$ cat config.mk
export PLATFORM = sky130hd
export DESIGN_NAME = modbus_frame_parser_flat
export DESIGN_NICKNAME = d
export VERILOG_FILES = /design/src/rtl/core/mfp_pkg.sv /design/src/rtl/core/mfp_byte_if.sv /design/src/rtl/core/mfp_result_if.sv /design/src/rtl/core/mfp_parse.sv /design/src/rtl/core/mfp_outq.sv /design/src/rtl/core/modbus_frame_parser.sv /design/src/flat_wrapper.sv
export SDC_FILE = /design/constraint.sdc
export NUM_CORES = 1
export LEC_CHECK = 0
export BUFFER_PORTS_ARGS = -buffer_cell sky130_fd_sc_hd__buf_4
export CORE_MARGIN = 8
export CORE_UTILIZATION = 62
export CTS_BUF_LIST = sky130_fd_sc_hd__clkbuf_4 sky130_fd_sc_hd__clkbuf_8
export CTS_CLUSTER_SIZE = 16
export DETAILED_ROUTE_END_ITERATION = 6
export PLACE_DENSITY = 0.82
export SKIP_CTS_REPAIR_TIMING = 1
export SLEW_MARGIN = 30
export SYNTH_ARGS = -nofsm -noshare
export SYNTH_HDL_FRONTEND = slang
export SYNTH_SLANG_ARGS = --single-unit
$ cat constraint.sdc
create_clock -name clk -period 9.24 [get_ports clk]
set_clock_uncertainty 0.15 [all_clocks]
set_input_delay 0 -clock clk [delete_from_list [all_inputs] [get_ports clk]]
set_output_delay 0 -clock clk [all_outputs]
set_load 0.01 [all_outputs]
$ cat src/rtl/core/mfp_pkg.sv
package mfp_pkg;

	localparam int unsigned BYTE_W  = 8;
	localparam int unsigned WORD_W  = 16;
	localparam int unsigned FUNC_W  = 2;
	localparam int unsigned CFG_IDX_W = 1;

	localparam logic [FUNC_W-1:0] FUNC_DATA  = 2'd0;
	localparam logic [FUNC_W-1:0] FUNC_START = 2'd1;
	localparam logic [FUNC_W-1:0] FUNC_ABORT = 2'd2;

	localparam logic [CFG_IDX_W-1:0] CFG_TCP_MODE   = 1'b0;
	localparam logic [CFG_IDX_W-1:0] CFG_AS_REQUEST = 1'b1;

	localparam logic [BYTE_W-1:0] FC_WRITE_COIL  = 8'd5;
	localparam logic [BYTE_W-1:0] FC_WRITE_REG   = 8'd6;
	localparam logic [BYTE_W-1:0] FC_WRITE_COILS = 8'd15;
	localparam logic [BYTE_W-1:0] FC_WRITE_REGS  = 8'd16;

	localparam logic [WORD_W-1:0] COUNT_MAX = 16'hFFFF;

	typedef struct packed {
		logic tcp_mode;
		logic as_request;
	} cfg_t;

	typedef struct packed {
		logic              complete;
		logic              corrupt;
		logic [BYTE_W-1:0] unit_id;
		logic [BYTE_W-1:0] function_code;
		logic [WORD_W-1:0] start_address;
		logic [WORD_W-1:0] quantity;
		logic [BYTE_W-1:0] exception_code;
		logic [WORD_W-1:0] transaction_id;
		logic [WORD_W-1:0] pdu_length;
		logic [WORD_W-1:0] crc_word;
		logic [WORD_W-1:0] bytes_seen;
	} res_t;

	function automatic logic is_write_code(input logic [BYTE_W-1:0] c);
		return (c == FC_WRITE_COIL) || (c == FC_WRITE_REG) ||
			(c == FC_WRITE_COILS) || (c == FC_WRITE_REGS);
	endfunction

endpackage

$ cat src/rtl/core/mfp_byte_if.sv
interface mfp_byte_if;
	logic                         valid;
	logic                         ready;
	logic [mfp_pkg::FUNC_W-1:0]   func;
	logic [mfp_pkg::BYTE_W-1:0]   data_byte;

	modport source (output valid, output func, output data_byte, input ready);
	modport sink (input valid, input func, input data_byte, output ready);
endinterface

$ cat src/rtl/core/mfp_result_if.sv
interface mfp_result_if;
	logic                       valid;
	logic                       ready;
	logic                       complete;
	logic                       corrupt;
	logic [mfp_pkg::BYTE_W-1:0] unit_id;
	logic [mfp_pkg::BYTE_W-1:0] function_code;
	logic [mfp_pkg::WORD_W-1:0] start_address;
	logic [mfp_pkg::WORD_W-1:0] quantity;
	logic [mfp_pkg::BYTE_W-1:0] exception_code;
	logic [mfp_pkg::WORD_W-1:0] transaction_id;
	logic [mfp_pkg::WORD_W-1:0] pdu_length;
	logic [mfp_pkg::WORD_W-1:0] crc_word;
	logic [mfp_pkg::WORD_W-1:0] bytes_seen;

	modport source (output valid, output complete, output corrupt, output unit_id,
		output function_code, output start_address, output quantity,
		output exception_code, output transaction_id, output pdu_length,
		output crc_word, output bytes_seen, input ready);
	modport sink (input valid, input complete, input corrupt, input unit_id,
		input function_code, input start_address, input quantity,
		input exception_code, input transaction_id, input pdu_length,
		input crc_word, input bytes_seen, output ready);
endinterface

$ cat src/rtl/core/mfp_parse.sv
module mfp_parse (
	input  logic                         clk,
	input  logic                         arst_n,
	input  logic                         fire,
	input  logic [mfp_pkg::FUNC_W-1:0]   func,
	input  logic [mfp_pkg::BYTE_W-1:0]   data_byte,
	input  mfp_pkg::cfg_t                cfg,
	output mfp_pkg::res_t                result
);

	typedef enum logic [3:0] {
		ST_UNIT  = 4'd0,
		ST_FUNC  = 4'd1,
		ST_ADDR  = 4'd2,
		ST_QTY   = 4'd3,
		ST_COUNT = 4'd4,
		ST_BODY  = 4'd5,
		ST_CRC   = 4'd6,
		ST_EXC   = 4'd7,
		ST_DONE  = 4'd8,
		ST_BAD   = 4'd9,
		ST_TXID  = 4'd10,
		ST_PROTO = 4'd11,
		ST_LEN   = 4'd12
	} state_t;

	state_t                     state_q, state_d;
	logic                       held_q, held_d;
	logic [mfp_pkg::BYTE_W-1:0] last_q, last_d;
	logic [mfp_pkg::BYTE_W-1:0] unit_q, unit_d;
	logic [mfp_pkg::BYTE_W-1:0] fcode_q, fcode_d;
	logic [mfp_pkg::WORD_W-1:0] addr_q, addr_d;
	logic [mfp_pkg::WORD_W-1:0] qty_q, qty_d;
	logic [mfp_pkg::BYTE_W-1:0] exc_q, exc_d;
	logic [mfp_pkg::WORD_W-1:0] txn_q, txn_d;
	logic [mfp_pkg::WORD_W-1:0] len_q, len_d;
	logic [mfp_pkg::WORD_W-1:0] crc_q, crc_d;
	logic [mfp_pkg::BYTE_W-1:0] body_q, body_d;
	logic [mfp_pkg::WORD_W-1:0] cnt_q, cnt_d;

	logic [mfp_pkg::WORD_W-1:0] word;
	logic [mfp_pkg::BYTE_W-1:0] body_dec;
	logic                       count_ok;

	assign word     = {last_q, data_byte};
	assign body_dec = body_q - 8'd1;
	// twice the quantity, no truncation: only quantities below 128 can match
	assign count_ok = (qty_q[15:7] == 9'd0) && (qty_q[6:0] == data_byte[7:1]) &&
		!data_byte[0];

	always_comb begin
		state_d = state_q;
		held_d  = held_q;
		last_d  = last_q;
		unit_d  = unit_q;
		fcode_d = fcode_q;
		addr_d  = addr_q;
		qty_d   = qty_q;
		exc_d   = exc_q;
		txn_d   = txn_q;
		len_d   = len_q;
		crc_d   = crc_q;
		body_d  = body_q;
		cnt_d   = cnt_q;
		case (func)
			mfp_pkg::FUNC_DATA: begin
				if (state_q != ST_BAD && cnt_q != mfp_pkg::COUNT_MAX)
					cnt_d = cnt_q + 16'd1;
				last_d = data_byte;
				case (state_q)
					ST_EXC: begin
						exc_d   = data_byte;
						state_d = ST_CRC;
					end
					ST_TXID: begin
						held_d = !held_q;
						if (held_q) begin
							txn_d   = word;
							state_d = ST_PROTO;
						end
					end
					ST_PROTO: begin
						held_d = !held_q;
						if (held_q) begin
							crc_d   = word;
							state_d = (word != 16'd0) ? ST_BAD : ST_LEN;
						end
					end
					ST_LEN: begin
						held_d = !held_q;
						if (held_q) begin
							len_d   = word;
							state_d = ST_UNIT;
						end
					end
					ST_UNIT: begin
						unit_d  = data_byte;
						state_d = ST_FUNC;
					end
					ST_FUNC: begin
						fcode_d = data_byte;
						if (cfg.as_request)
							state_d = ST_ADDR;
						else if (data_byte[mfp_pkg::BYTE_W-1])
							state_d = ST_EXC;
						else if (mfp_pkg::is_write_code(data_byte))
							state_d = ST_ADDR;
						else
							state_d = ST_COUNT;
					end
					ST_ADDR: begin
						held_d = !held_q;
						if (held_q) begin
							addr_d  = word;
							state_d = ST_QTY;
						end
					end
					ST_QTY: begin
						held_d = !held_q;
						if (held_q) begin
							qty_d   = word;
							state_d = (cfg.as_request == mfp_pkg::is_write_code(fcode_q)) ?
								ST_COUNT : ST_CRC;
						end
					end
					ST_COUNT: begin
						if (count_ok) begin
							body_d  = data_byte;
							state_d = (data_byte != 8'd0) ? ST_BODY : ST_CRC;
						end else begin
							state_d = ST_BAD;
						end
					end
					ST_BODY: begin
						body_d = body_dec;
						if (body_dec == 8'd0)
							state_d = cfg.tcp_mode ? ST_DONE : ST_CRC;
					end
					ST_CRC: begin
						held_d = !held_q;
						if (held_q) begin
							crc_d   = word;
							state_d = ST_DONE;
						end
					end
					default: begin
					end
				endcase
			end
			mfp_pkg::FUNC_START: begin
				state_d = cfg.tcp_mode ? ST_TXID : ST_UNIT;
				held_d  = 1'b0;
				unit_d  = '0;
				addr_d  = '0;
				qty_d   = '0;
				exc_d   = '0;
				body_d  = '0;
				cnt_d   = '0;
			end
			mfp_pkg::FUNC_ABORT: begin
				state_d = ST_BAD;
				held_d  = 1'b0;
			end
			default: begin
			end
		endcase
		// no CRC trailer in TCP framing
		if (cfg.tcp_mode && state_d == ST_CRC)
			state_d = ST_DONE;
	end

	always_ff @(posedge clk or negedge arst_n) begin
		if (!arst_n) begin
			state_q <= ST_UNIT;
			held_q  <= 1'b0;
			last_q  <= '0;
			unit_q  <= '0;
			fcode_q <= '0;
			addr_q  <= '0;
			qty_q   <= '0;
			exc_q   <= '0;
			txn_q   <= '0;
			len_q   <= '0;
			crc_q   <= '0;
			body_q  <= '0;
			cnt_q   <= '0;
		end else if (fire) begin
			state_q <= state_d;
			held_q  <= held_d;
			last_q  <= last_d;
			unit_q  <= unit_d;
			fcode_q <= fcode_d;
			addr_q  <= addr_d;
			qty_q   <= qty_d;
			exc_q   <= exc_d;
			txn_q   <= txn_d;
			len_q   <= len_d;
			crc_q   <= crc_d;
			body_q  <= body_d;
			cnt_q   <= cnt_d;
		end
	end

	always_comb begin
		result.complete       = (state_d == ST_DONE);
		result.corrupt        = (state_d == ST_BAD);
		result.unit_id        = unit_d;
		result.function_code  = fcode_d;
		result.start_address  = addr_d;
		result.quantity       = qty_d;
		result.exception_code = exc_d;
		result.transaction_id = txn_d;
		result.pdu_length     = len_d;
		result.crc_word       = crc_d;
		result.bytes_seen     = cnt_d;
	end

endmodule

$ cat src/rtl/core/mfp_outq.sv
module mfp_outq (
	input  logic          clk,
	input  logic          arst_n,
	input  logic          push,
	input  mfp_pkg::res_t push_data,
	output logic          full,
	input  logic          pop,
	output logic          valid,
	output mfp_pkg::res_t data
);

	mfp_pkg::res_t entry0_q, entry1_q;
	logic          wr_ptr_q, rd_ptr_q;
	logic [1:0]    count_q;

	assign full  = (count_q == 2'd2);
	assign valid = (count_q != 2'd0);
	assign data  = rd_ptr_q ? entry1_q : entry0_q;

	always_ff @(posedge clk) begin
		if (push && !wr_ptr_q)
			entry0_q <= push_data;
		if (push && wr_ptr_q)
			entry1_q <= push_data;
	end

	always_ff @(posedge clk or negedge arst_n) begin
		if (!arst_n) begin
			wr_ptr_q <= 1'b0;
			rd_ptr_q <= 1'b0;
			count_q  <= 2'd0;
		end else begin
			if (push)
				wr_ptr_q <= !wr_ptr_q;
			if (pop)
				rd_ptr_q <= !rd_ptr_q;
			count_q <= count_q + {1'b0, push} - {1'b0, pop};
		end
	end

endmodule

$ cat src/rtl/core/modbus_frame_parser.sv
// Modbus frame parser, RTU or TCP framing.
// rx carries one word per frame byte or event: func selects a data byte, a
// frame start or an abort, data_byte holds the byte. res gives one word for
// every rx word, showing the frame fields and status after that word.
// Both channels use valid/ready; a word moves when both are high.
// Configuration: cfg_we with cfg_index 0 writes tcp_mode, index 1 writes
// as_request, from cfg_wdata. Write only while no result is outstanding.
// The result of an rx word is registered into the output queue when that
// word is taken. Throughput: one rx word per cycle while the queue is not
// full; the parser state updates in one pass of logic behind the frame
// registers. A two-word output queue sits behind the parser, so rx stays
// ready while a result waits; rx ready drops only when both queue words
// are held by a stalled receiver.
// Reset: parser waits for the unit id of an RTU frame, all fields zero,
// tcp_mode and as_request cleared, output queue empty.
module modbus_frame_parser (
	input  logic                            clk,
	input  logic                            arst_n,
	mfp_byte_if.sink                        rx,
	mfp_result_if.source                    res,
	input  logic                            cfg_we,
	input  logic [mfp_pkg::CFG_IDX_W-1:0]   cfg_index,
	input  logic                            cfg_wdata
);

	mfp_pkg::cfg_t cfg_q;
	mfp_pkg::res_t parse_res;
	mfp_pkg::res_t out_res;
	logic          fire;
	logic          q_full;
	logic          q_valid;

	always_ff @(posedge clk or negedge arst_n) begin
		if (!arst_n) begin
			cfg_q <= '0;
		end else if (cfg_we) begin
			case (cfg_index)
				mfp_pkg::CFG_TCP_MODE:   cfg_q.tcp_mode   <= cfg_wdata;
				mfp_pkg::CFG_AS_REQUEST: cfg_q.as_request <= cfg_wdata;
				default: begin
				end
			endcase
		end
	end

	assign rx.ready = !q_full;
	assign fire     = rx.valid && !q_full;

	mfp_parse u_parse (
		.clk       (clk),
		.arst_n    (arst_n),
		.fire      (fire),
		.func      (rx.func),
		.data_byte (rx.data_byte),
		.cfg       (cfg_q),
		.result    (parse_res)
	);

	mfp_outq u_outq (
		.clk       (clk),
		.arst_n    (arst_n),
		.push      (fire),
		.push_data (parse_res),
		.full      (q_full),
		.pop       (q_valid && res.ready),
		.valid     (q_valid),
		.data      (out_res)
	);

	assign res.valid          = q_valid;
	assign res.complete       = out_res.complete;
	assign res.corrupt        = out_res.corrupt;
	assign res.unit_id        = out_res.unit_id;
	assign res.function_code  = out_res.function_code;
	assign res.start_address  = out_res.start_address;
	assign res.quantity       = out_res.quantity;
	assign res.exception_code = out_res.exception_code;
	assign res.transaction_id = out_res.transaction_id;
	assign res.pdu_length     = out_res.pdu_length;
	assign res.crc_word       = out_res.crc_word;
	assign res.bytes_seen     = out_res.bytes_seen;

endmodule
$ cat src/flat_wrapper.sv
// flat-port wrapper written by rule: the top's interface ports become plain ports
module modbus_frame_parser_flat 
  (clk, arst_n, cfg_we, cfg_index, cfg_wdata, rx_valid, rx_func, rx_data_byte, rx_ready, res_valid, res_complete, res_corrupt, res_unit_id, res_function_code, res_start_address, res_quantity, res_exception_code, res_transaction_id, res_pdu_length, res_crc_word, res_bytes_seen, res_ready);
  mfp_byte_if rx_i ();
  mfp_result_if res_i ();
  input  logic clk;
  input  logic arst_n;
  input  logic cfg_we;
  input  logic [mfp_pkg::CFG_IDX_W-1:0] cfg_index;
  input  logic cfg_wdata;
  input wire logic [$bits(rx_i.valid)-1:0] rx_valid;
  input wire logic [$bits(rx_i.func)-1:0] rx_func;
  input wire logic [$bits(rx_i.data_byte)-1:0] rx_data_byte;
  output wire logic [$bits(rx_i.ready)-1:0] rx_ready;
  output wire logic [$bits(res_i.valid)-1:0] res_valid;
  output wire logic [$bits(res_i.complete)-1:0] res_complete;
  output wire logic [$bits(res_i.corrupt)-1:0] res_corrupt;
  output wire logic [$bits(res_i.unit_id)-1:0] res_unit_id;
  output wire logic [$bits(res_i.function_code)-1:0] res_function_code;
  output wire logic [$bits(res_i.start_address)-1:0] res_start_address;
  output wire logic [$bits(res_i.quantity)-1:0] res_quantity;
  output wire logic [$bits(res_i.exception_code)-1:0] res_exception_code;
  output wire logic [$bits(res_i.transaction_id)-1:0] res_transaction_id;
  output wire logic [$bits(res_i.pdu_length)-1:0] res_pdu_length;
  output wire logic [$bits(res_i.crc_word)-1:0] res_crc_word;
  output wire logic [$bits(res_i.bytes_seen)-1:0] res_bytes_seen;
  input wire logic [$bits(res_i.ready)-1:0] res_ready;
  assign rx_i.valid = rx_valid;
  assign rx_i.func = rx_func;
  assign rx_i.data_byte = rx_data_byte;
  assign rx_ready = rx_i.ready;
  assign res_valid = res_i.valid;
  assign res_complete = res_i.complete;
  assign res_corrupt = res_i.corrupt;
  assign res_unit_id = res_i.unit_id;
  assign res_function_code = res_i.function_code;
  assign res_start_address = res_i.start_address;
  assign res_quantity = res_i.quantity;
  assign res_exception_code = res_i.exception_code;
  assign res_transaction_id = res_i.transaction_id;
  assign res_pdu_length = res_i.pdu_length;
  assign res_crc_word = res_i.crc_word;
  assign res_bytes_seen = res_i.bytes_seen;
  assign res_i.ready = res_ready;
  modbus_frame_parser u_core (.clk(clk), .arst_n(arst_n), .rx(rx_i), .res(res_i), .cfg_we(cfg_we), .cfg_index(cfg_index), .cfg_wdata(cfg_wdata));
endmodule
==> impl_metrics.tcl <==
set metrics [dict create \
    start_util_pct 62.72 \
    switching_share_pct 32.84 \
    synth_compound_area_share_pct 8.886 \
    slew_headroom_pct 34.28 \
    fin_ws_ns 5.912 \
    io_buffers 140 \
    power_leakage_nw 8.629 \
    yosysMostFrequentCell "nand2_1" \
    cts_sinks 391 \
    drt_pass1_iterations 5 \
    nNetsFinal 1640 \
    synth_seq_cells 391 \
    ys_seq_area_share_pct 61.30 \
    final-hold-violation-count 41 \
    synth_area_leader_cell "edfxtp_1" \
    cts_made_buffers 60 \
    finalSetupViolCount 0 \
    ctsHtreeMaxLevel 2 \
    synth-adder-area-share_pct 0.6272 \
    synthMuxAreaShare_pct 14.44 \
    core-area_sq_um 28630 \
    reg2reg_slack_ns 5.91 \
    synth_warnings 0 \
    p_per_area_nw_per_um2 300.0 \
    final.period_utilization_pct 36.02 \
    grt_setup_unrepaired "no" \
    synth_edf_count 244 \
    grt_pass1_wl_microns 65300 \
    avgSynthCellArea_sq_um 12.07 \
    slowest_stage "nor2_1" \
    grt.total_usage_pct 23.73 \
    clk_pin_slew_ns 0.06 \
    critical-path-top-delay-family "buffers and inverters" \
    drc 0 \
    end_kind "flip-flop" \
    gp_congestion 0.8882 \
    drive_gt1_share_pct 27.67 \
    root_buffer "clkbuf_8" \
    critPathMaxFanout 83 \
    clkPwrFrac_pct 23.6 \
    synthDistinctLibCells 70 \
    tritoncts "built" \
    ir_drop_mv 0.1985 \
    synth_top_family_by_area "multiplexers" \
    dp_slack_ns 5.946 \
    die_h_microns 186.2 \
    cp_slowest_stage_delay_ns 0.83 \
    hold_slack_ns -0.08820 \
    cap_violations 0 \
    tightestPinTransition_ns 0.9859 \
    p_int_mw 4.163 \
    syn-num-nets 1513 \
    area_delta_synth_final_pct 15.07 \
    drv_slew 0 \
    violations "negative hold slack" \
    yosys-top-cells-count "nand2_1, edfxtp_1, mux2_2, dfrtp_1, o21ai_0" \
    wirelength_microns 41250 \
    via_per_inst 6.054 \
    outcome "finished, violations left" \
    synthTopCellsByArea "edfxtp_1, dfrtp_1, mux2_2" \
    ant_nets 0 \
    finalSetupTns_ns 0 \
    power.switching_mw 2.035 \
    cp-start-kind "flip-flop" \
    max_freq_mhz 300.5 \
    die-area_sq_um 34660 \
    clk_latency_ns 0.60 \
    seqPwrFrac_pct 44.9 \
    drt_iter0_markers 1118 \
    syn_area_sq_um 17950 \
    crit_path_start "u_core.u_outq.count_q[1]$_DFF_PN0_" \
    fin_area_sq_um 20660 \
    grt_start_max_net_pins 90 \
    die_x_microns 186.2 \
    clockBufferDepth 3 \
    rows 62 \
    synth_ff_type "edfxtp_1" \
    critical_path_buf_inv_count 2 \
    critPathKind "flip-flop to flip-flop" \
    yosysTopAreaCellShare_pct 40.81 \
    min_period_ns 3.328 \
    synth-simple-area-share_pct 11.54 \
    num_vias 12420 \
    wl_per_cell_microns 20.11 \
    hp-class "input pin to async pin" \
    place_hpwl_microns 24780 \
    required_ns 9.59 \
    crit_arrival_ns 3.68 \
    grt_overflow 0 \
    comb_power_share_pct 31.5 \
    placed_cells 1919 \
    pin_count 141 \
    antenna_found_initial 0 \
    yosys.area_share.xor_xnor_pct 0.6830 \
    grt_pass1_vias 12390 \
    async_reset_ff_share_pct 37.60 \
    place_area_sq_um 19220 \
    layout.cells.non_filler 2051 \
    path_cells "nand2b_1 > and2_2 > buf_4 > inv_2 > nor2_1 > a22oi_1 > o21ai_0" \
    netlist_instances 1487 \
    r2r_start "u_core.u_outq.count_q[1]$_DFF_PN0_" \
]
-- state kept, by name, indices dropped and copies added, names as in the netlist, 16 cells and up --
signal and flops:
u_core.u_outq.entry0_q 122, u_core.u_outq.entry1_q 122, u_core.u_parse.addr_q 16, u_core.u_parse.cnt_q 16, u_core.u_parse.crc_q 16, u_core.u_parse.len_q 16
u_core.u_parse.qty_q 16, u_core.u_parse.txn_q 16
-- cell usage in the layout (no fill, tap or decap), types with 4 or more instances in the layout --
master | netlist | final
mux2_1 | 20 | 20
a31oi_1 | 15 | 15
nor4_1 | 8 | 8
edfxtp_1 | 244 | 244
a21oi_1 | 16 | 16
nand3_1 | 26 | 26
dfrtp_1 | 147 | 146
and2_1 | 8 | 7
nor2b_1 | 6 | 6
nand2b_1 | 12 | 12
dlygate4sd3_1 | 0 | 17
o211ai_1 | 4 | 4
mux2_2 | 172 | 172
nand2_1 | 315 | 315
o21ai_0 | 117 | 117
o31ai_1 | 10 | 10
a22oi_1 | 41 | 41
a21o_1 | 5 | 5
a22o_1 | 6 | 6
and3_1 | 8 | 7
clkbuf_8 | 0 | 71
xnor2_1 | 12 | 12
nand4_1 | 8 | 8
clkbuf_4 | 0 | 32
nor2_1 | 37 | 35
clkinv_1 | 1 | 6
buf_6 | 0 | 4
buf_4 | 0 | 150
o22ai_1 | 7 | 7
inv_1 | 9 | 8
or3_1 | 6 | 6
ha_1 | 9 | 9
nor3_1 | 9 | 9
mux2i_1 | 43 | 43
-- layer usage --
layer	vias up	global-route usage, %	part of all wire [%]
met1	6210	31.59	41
met2	455	39.19	49
li1	5692	-	-
met3	60	4.759	7.5
met4	0	7.113	1.7
met5	-	0	0
-- logic make-up (layout without fill, tap and decap cells) --
family | after synthesis | after routing
adders and majority gates | 9 | 9
and+or+nand+nor | 467 | 467
buffers and inverters | 117 | 296
AOI/OAI and AO/OA | 254 | 254
DFF | 391 | 391
muxes | 235 | 235
other | 0 | 1
xor gates and xnor gates | 14 | 14
-- worst reg2reg max path, stage by stage, from the launching register on --
cell      delay [ns]
dfrtp_1         0.41
nand2b_1        0.12
and2_2          0.15
buf_4           0.65
inv_2           0.54
nor2_1          0.85
a22oi_1         0.16
o21ai_0         0.21
-- through the flow --
| step | util, % | total power [mW] |
|---|---|---|
| detailed placement | 67.13 | 4.750 |
| CTS | 71.57 | 6.224 |
| finish | 72.17 | 6.198 |
| global route | 72.17 | 6.520 |
| global placement | 67.07 | 4.670 |
| floorplan | - | 3.987 |
-- final timing paths --
check	endpoint	cells past startpoint
setup / recovery	u_core.u_parse.addr_q[13]$_DFFE_PN0P_	7
min in group clk	u_core.cfg_q[1]$_DFFE_PN0P_	3
max in group asynchronous	u_core.u_outq.rd_ptr_q$_DFFE_PN0P_	3
setup reg to reg	u_core.u_parse.addr_q[13]$_DFFE_PN0P_	7
hold / removal	u_core.u_parse.crc_q[3]$_DFFE_PN0P_	2
hold reg to reg	u_core.u_parse.crc_q[6]$_DFFE_PN0P_	2
-- power by group through the flow --
| stage | logic, mW | clock network, mW | registers (mW) |
|---|---|---|---|
| 6_report | 1.95 | 1.47 | 2.78 |
| 5_1_grt | 2.13 | 1.56 | 2.83 |
| 4_1_cts | 1.96 | 1.49 | 2.77 |
| 3_5_place_dp | 1.95 | 0 | 2.80 |
| 3_3_place_gp | 1.90 | 0 | 2.77 |
| 2_1_floorplan | 1.35 | 0 | 2.64 |
-- layout make-up --
type | instances | area [sq um]
diodes | 1 | 2.502
multi-input cells | 979 | 6515
fillers | 1902 | 7965
flip-flops and latches | 391 | 11010
inverters | 11 | 41.29
clock inverters | 11 | 52.55
repair buffers | 171 | 1341
clock buffers | 103 | 1217
well taps | 384 | 480.5
No activity file was read; power rests on OpenSTA's default activity.
